File: src/fbsdp_pkg.sv
`default_nettype none

package fbsdp_pkg;

    localparam int GROUP_ELEMS = 16;
    localparam int DOT_W       = 17;

    localparam logic [2:0]  E2M1_MAG_MASK  = 3'h7;
    localparam logic [7:0]  EXP_ALL_ONES   = 8'hFF;
    localparam logic [31:0] FP32_QNAN_BIT  = 32'h0040_0000;
    localparam logic [31:0] FP32_DFLT_NAN  = 32'hFFC0_0000;
    localparam logic [30:0] FP32_INF_MAG   = 31'h7F80_0000;
    localparam logic [15:0] BF16_QNAN_BIT  = 16'h0040;
    localparam logic [31:0] BF16_RND_BIAS  = 32'h0000_7FFF;
    localparam logic        REG_MODE_INDEX = 1'b0;

    typedef struct packed {
        logic signed [DOT_W-1:0] dot;
        logic [15:0]             group_scale;
        logic [15:0]             channel_scale;
        logic [31:0]             row_scale;
        logic                    last_group;
    } fbsdp_job_t;

    typedef enum logic [2:0] {
        ST_IDLE,
        ST_CONV,
        ST_PMUL,
        ST_ACC,
        ST_FIN_A,
        ST_FIN_B,
        ST_FIN_C,
        ST_ROUND
    } fbsdp_state_t;

    function automatic logic signed [5:0] e2m1_decode(input logic [3:0] code);
        logic [4:0] mag;
        case (code[2:0] & E2M1_MAG_MASK)
            3'd0:    mag = 5'd0;
            3'd1:    mag = 5'd1;
            3'd2:    mag = 5'd2;
            3'd3:    mag = 5'd3;
            3'd4:    mag = 5'd4;
            3'd5:    mag = 5'd6;
            3'd6:    mag = 5'd8;
            default: mag = 5'd12;
        endcase
        return code[3] ? -$signed({1'b0, mag}) : $signed({1'b0, mag});
    endfunction

    function automatic logic is_nan(input logic [31:0] x);
        return (x[30:23] == EXP_ALL_ONES) && (x[22:0] != 23'd0);
    endfunction

    // value = p * 2^e, p non-zero; RNE to fp32 incl. subnormals
    function automatic logic [31:0] round_pack(input logic s, input logic [63:0] p,
                                               input int e);
        int          k;
        int          u;
        int          sh;
        int          bexp;
        logic [63:0] m;
        logic        guard;
        logic        sticky;
        k = 0;
        for (int i = 0; i < 64; i++)
        begin
            if (p[i])
            begin
                k = i;
            end
        end
        u = k + e - 23;
        if (u < -149)
        begin
            u = -149;
        end
        sh = u - e;
        if (sh <= 0)
        begin
            m      = p << (-sh);
            guard  = 1'b0;
            sticky = 1'b0;
        end
        else if (sh > 64)
        begin
            m      = 64'd0;
            guard  = 1'b0;
            sticky = |p;
        end
        else
        begin
            m      = (sh == 64) ? 64'd0 : (p >> sh);
            guard  = p[sh-1];
            sticky = |(p & ((64'd1 << (sh - 1)) - 64'd1));
        end
        if (guard && (sticky || m[0]))
        begin
            m = m + 64'd1;
        end
        if (m[24])
        begin
            m = m >> 1;
            u = u + 1;
        end
        if (m[23])
        begin
            bexp = u + 150;
            if (bexp >= 255)
            begin
                return {s, EXP_ALL_ONES, 23'd0};
            end
            return {s, bexp[7:0], m[22:0]};
        end
        return {s, 8'd0, m[22:0]};
    endfunction

    function automatic logic [31:0] fp_mul(input logic [31:0] a, input logic [31:0] b);
        logic        s;
        logic        a_inf;
        logic        b_inf;
        logic        a_zero;
        logic        b_zero;
        logic [23:0] ma;
        logic [23:0] mb;
        logic [47:0] prod;
        int          ea;
        int          eb;
        s      = a[31] ^ b[31];
        a_inf  = a[30:0] == FP32_INF_MAG;
        b_inf  = b[30:0] == FP32_INF_MAG;
        a_zero = a[30:0] == 31'd0;
        b_zero = b[30:0] == 31'd0;
        ma     = {|a[30:23], a[22:0]};
        mb     = {|b[30:23], b[22:0]};
        ea     = (a[30:23] == 8'd0) ? 1 : int'(a[30:23]);
        eb     = (b[30:23] == 8'd0) ? 1 : int'(b[30:23]);
        prod   = ma * mb;
        if (is_nan(a))
        begin
            return a | FP32_QNAN_BIT;
        end
        if (is_nan(b))
        begin
            return b | FP32_QNAN_BIT;
        end
        if ((a_inf && b_zero) || (b_inf && a_zero))
        begin
            return FP32_DFLT_NAN;
        end
        if (a_inf || b_inf)
        begin
            return {s, FP32_INF_MAG};
        end
        if (a_zero || b_zero)
        begin
            return {s, 31'd0};
        end
        return round_pack(s, {16'd0, prod}, ea + eb - 300);
    endfunction

    function automatic logic [31:0] fp_add(input logic [31:0] a, input logic [31:0] b);
        logic [31:0] x;
        logic [31:0] y;
        logic [63:0] big;
        logic [63:0] sml;
        logic [63:0] full;
        logic [63:0] sum;
        logic        s;
        int          ex;
        int          ey;
        int          d;
        if (is_nan(a))
        begin
            return a | FP32_QNAN_BIT;
        end
        if (is_nan(b))
        begin
            return b | FP32_QNAN_BIT;
        end
        if ((a[30:0] == FP32_INF_MAG) && (b[30:0] == FP32_INF_MAG) && (a[31] != b[31]))
        begin
            return FP32_DFLT_NAN;
        end
        if (a[30:0] == FP32_INF_MAG)
        begin
            return a;
        end
        if (b[30:0] == FP32_INF_MAG)
        begin
            return b;
        end
        if (a[30:23] >= b[30:23])
        begin
            x = a;
            y = b;
        end
        else
        begin
            x = b;
            y = a;
        end
        ex   = (x[30:23] == 8'd0) ? 1 : int'(x[30:23]);
        ey   = (y[30:23] == 8'd0) ? 1 : int'(y[30:23]);
        d    = ex - ey;
        big  = {14'd0, |x[30:23], x[22:0], 26'd0};
        full = {14'd0, |y[30:23], y[22:0], 26'd0};
        if (d >= 50)
        begin
            sml = {63'd0, |full};
        end
        else
        begin
            sml = (full >> d) | {63'd0, |(full & ((64'd1 << d) - 64'd1))};
        end
        if (x[31] == y[31])
        begin
            sum = big + sml;
            s   = x[31];
        end
        else if (big >= sml)
        begin
            sum = big - sml;
            s   = x[31];
        end
        else
        begin
            sum = sml - big;
            s   = y[31];
        end
        if (sum == 64'd0)
        begin
            return {x[31] & y[31], 31'd0};
        end
        return round_pack(s, sum, ex - 176);
    endfunction

    function automatic logic [31:0] int_to_fp(input logic [31:0] v);
        logic [32:0] mag;
        mag = v[31] ? (~{1'b1, v} + 33'd1) : {1'b0, v};
        if (v == 32'd0)
        begin
            return 32'd0;
        end
        return round_pack(v[31], {31'd0, mag}, 0);
    endfunction

    function automatic logic [15:0] to_bf16(input logic [31:0] u);
        logic [31:0] r;
        r = u + BF16_RND_BIAS + {31'd0, u[16]};
        if (is_nan(u))
        begin
            return u[31:16] | BF16_QNAN_BIT;
        end
        return r[31:16];
    endfunction

endpackage

`default_nettype wire

File: src/fbsdp_fifo.sv
`default_nettype none

module fbsdp_fifo #(
    parameter int DEPTH = 2
) (
    input  wire logic               clk,
    input  wire logic               rst_n,
    input  wire fbsdp_pkg::fbsdp_job_t wr_job,
    input  wire logic               wr_valid,
    output logic                    wr_ready,
    output fbsdp_pkg::fbsdp_job_t   rd_job,
    output logic                    rd_valid,
    input  wire logic               rd_ready
);
    import fbsdp_pkg::*;

    localparam int PW = (DEPTH > 1) ? $clog2(DEPTH) : 1;
    localparam int CW = $clog2(DEPTH + 1);

    fbsdp_job_t      mem [DEPTH];
    logic [PW-1:0]   wr_ptr_reg;
    logic [PW-1:0]   rd_ptr_reg;
    logic [CW-1:0]   count_reg;
    logic            push;
    logic            pop;

    assign wr_ready = count_reg != CW'(DEPTH);
    assign rd_valid = count_reg != '0;
    assign push     = wr_valid && wr_ready;
    assign pop      = rd_valid && rd_ready;
    assign rd_job   = mem[rd_ptr_reg];

    always_ff @(posedge clk or negedge rst_n)
    begin
        if (!rst_n)
        begin
            wr_ptr_reg <= '0;
            rd_ptr_reg <= '0;
            count_reg  <= '0;
        end
        else
        begin
            if (push)
            begin
                wr_ptr_reg <= (wr_ptr_reg == PW'(DEPTH - 1)) ? '0 : wr_ptr_reg + 1'b1;
            end
            if (pop)
            begin
                rd_ptr_reg <= (rd_ptr_reg == PW'(DEPTH - 1)) ? '0 : rd_ptr_reg + 1'b1;
            end
            count_reg <= count_reg + CW'(push) - CW'(pop);
        end
    end

    always_ff @(posedge clk)
    begin
        if (push)
        begin
            mem[wr_ptr_reg] <= wr_job;
        end
    end

endmodule

`default_nettype wire

File: config.mk
export PLATFORM = sky130hd
export DESIGN_NAME = fbsdp_fifo
export DESIGN_NICKNAME = d
export VERILOG_FILES = /design/src/fbsdp_pkg.sv /design/src/fbsdp_fifo.sv
export SDC_FILE = /design/constraint.sdc
export NUM_CORES = 1
export LEC_CHECK = 0
export ABC_AREA = 1
export BUFFER_PORTS_ARGS = -buffer_cell sky130_fd_sc_hd__buf_4
export CORE_MARGIN = 8
export CORE_UTILIZATION = 54
export CTS_BUF_LIST = sky130_fd_sc_hd__clkbuf_2 sky130_fd_sc_hd__clkbuf_4 sky130_fd_sc_hd__clkbuf_8
export DETAILED_ROUTE_END_ITERATION = 8
export PLACE_DENSITY = 0.89
export SLEW_MARGIN = 5
export SYNTH_ARGS = -nofsm -noshare
export SYNTH_HDL_FRONTEND = slang
export SYNTH_SLANG_ARGS = --single-unit
File: constraint.sdc
create_clock -name clk -period 6.7 [get_ports clk]
set_clock_uncertainty 0.15 [all_clocks]
set_input_delay 0.67 -clock clk [delete_from_list [all_inputs] [get_ports clk]]
set_output_delay 0.67 -clock clk [all_outputs]
set_load 0.02 [all_outputs]
==> results.cfg <==
[logic_synthesis]
synth_top_area_share_pct = 79.1
netlist_top_cells_area = edfxtp_1, nand2_1, dfrtp_1
ys_warn_count = 0
ys_ff_latch = 168
syn_inst = 460
synthTopCellsByCount = nand2_1, edfxtp_1, inv_1
synth.cell_area_mm2 = 0.00622
syn-num-nets = 547
synthFlopType = edfxtp_1
synth_top_area_cell = edfxtp_1
async_flop_share_pct = 2.38
ys_seq_area_share_pct = 80.7
synth-edff-count = 164
syn_area_per_cell_um2 = 13.5
yosys.cell_types.count = 15
yosysMostFrequentCell = nand2_1

[setup_path]
path_class = reg -> out
slowest_delay_ns = 0.63
start_kind = flop
crit_chain = inv_2, buf_4, nand2_1, nand2_1, buf_4
crit_fanout = 83
endpoint_kind = output pin
cp.required_ns = 5.88
cp.arrival_ns = 2.00
crit_path_top_delay_cell = buf_4

[clock_network]
clock-sinks = 168
clk_latency_ns = 0.42
htreeDepth = 4
cts_buffers = 17
cts_tree = done
clk_pin_slew_worst_paths_ns = 0.09
clk_path_buf_depth = 2
clockRootBuffer = clkbuf_8

[route]
drtAntennaViolNets = 0
drtIter0Drc = 270
drc = 0
vias_per_cell = 4.96
first_pass_iters = 5
num_vias = 3926
wl_per_cell_um = 16.5
totalWireLength_um = 13000

[timing]
tightest_slew_ns = 1.11
drv_slew = 0
slew_headroom_pct = 25.7
fin_crit_sh_pct = 42.1
period_minus_slack_ns = 2.82
max_freq_ghz = 0.355
setup_violations = 0
hold_viol = 0
setup_tns_ns = 0
rsz0062_at_grt = no

[global_route]
top_usage_layer = met2
met3_usage_pct = 6.21
grt-ovfl-total = 0
met2_usage_pct = 29.2
grt_usage_pct = 16.9
grt_pass1_wl_um = 19600
grt_max_degree = 84
grt_pass1_vias = 4058
use_met1_pct = 18.6
antenna_found_initial = 0

[power]
p_int_mw = 2.36
p_comb_share_pct = 39.3
p_leak_nw = 3.44
p_seq_share_pct = 40.2
clkPwrFrac_pct = 20.4
ir_drop_mv = 0.307
switching_share_pct = 36.6
p_per_area_mw_per_mm2 = 465
power.total_mw = 3.72
switchingPower_mw = 1.36

[finish]
antennaDiodeCount = 0
fin_nets = 722
fillers = 741
area_growth_pct = 28.7
largest_reg_flops = 164
drive_above_1_share_pct = 32.3

[place]
io_buffer_count = 169
place_congestion = 0.756
dp_hpwl_um = 8700

[floorplanning]
die_w_um = 123
fp.dieH_um = 123
start_util_pct = 55.0
rows = 39
io-pin-count = 170
dieArea_mm2 = 0.0152
fp.coreArea_mm2 = 0.0113

[min_path]
hp-class = in -> reg

[status]
outcome = completed

[flow_run]
cap_viol_max_count = 0
[cell usage in the layout, fill, tap and decap left out, drive strengths merged]
master	count
a21oi	1
dfrtp	4
nor2	5
bufinv	4
nand2	255
o21ai	1
nand3	2
clkinv	5
inv	9
buf	173
ha	1
xor2	1
clkbuf	20
dlygate4sd3	1
clkinvlp	2
edfxtp	164
[path summary, 6_finish.rpt]
check | from | to | slack (ns) | cells after the start
worst max-delay path | rd_ptr_reg | rd_job[77] | 3.88 | 5
worst min register to register | count_reg[0] | count_reg[0] | 0.45 | 1
max in group asynchronous | rst_n | rd_ptr_reg | 5.87 | 2
worst min-delay path | wr_job[43] | mem[1][43] | 0.27 | 1
min in group asynchronous | rst_n | wr_ptr_reg | 0.41 | 2
worst max register to register | count_reg[0] | mem[1][2] | 3.94 | 5
[worst max-delay path: cells and delay by family (launching register included)]
family / cells / cell delay [ns]
buffers and inverters: 3 / 0.82
flip-flops: 1 / 0.41
AND/OR/NAND/NOR: 2 / 0.25
[cell type report]
type	count	area (µm²)	area share, %
well taps	143	179	2.23
inverters	8	30.0	0.375
multi-input cells	266	1040	12.9
repair buffers	174	1310	16.3
clock inverters	12	174	2.17
clock buffers	20	256	3.20
flip-flops and latches	168	5030	62.7
[cell families after synthesis]
family | Yosys count | share of synthesized area (%)
buffers and inverters | 26 | 2.79
xor gates and xnor gates | 1 | 0.141
and+or+nand+nor | 262 | 16.0
adders and majority gates | 1 | 0.201
AOI/OAI and AO/OA | 2 | 0.161
DFF | 168 | 80.7
[routing by layer]
layer	vias to the layer above	wire [µm]
met4	0	240
met1	1833	4750
met5	-	0
li1	1889	-
met3	24	1300
met2	180	6760
[power by group through the flow]
stage	Clock [mW]	Combinational (mW)	Sequential [mW]
floorplan	0	0.895	1.52
global placement	0	1.45	1.51
detailed placement	0	1.48	1.52
CTS	0.769	1.49	1.50
global route	0.807	1.58	1.52
finish	0.761	1.46	1.50
[timing repair]
action | CTS | global route
buffers inserted | 0 | 0
hold buffers | 1 | 0
resized for setup | 0 | 0
hold endpoints to repair | 4 | 0
[stage by stage]
stage               std cells  setup WS, ns  cell area, µm²  hold slack [ns]  util [%]
global route              791          3.74            8010            0.238      70.8
floorplan                 460          1.86            6220            0.224         -
finish                    791          3.88            8010            0.268      70.8
global placement          758          3.79            7570            0.319      66.9
CTS                       791          3.88            8010            0.244      70.8
detailed placement        758          3.72            7570            0.322      66.9
(Power assumes the default switching activity.)
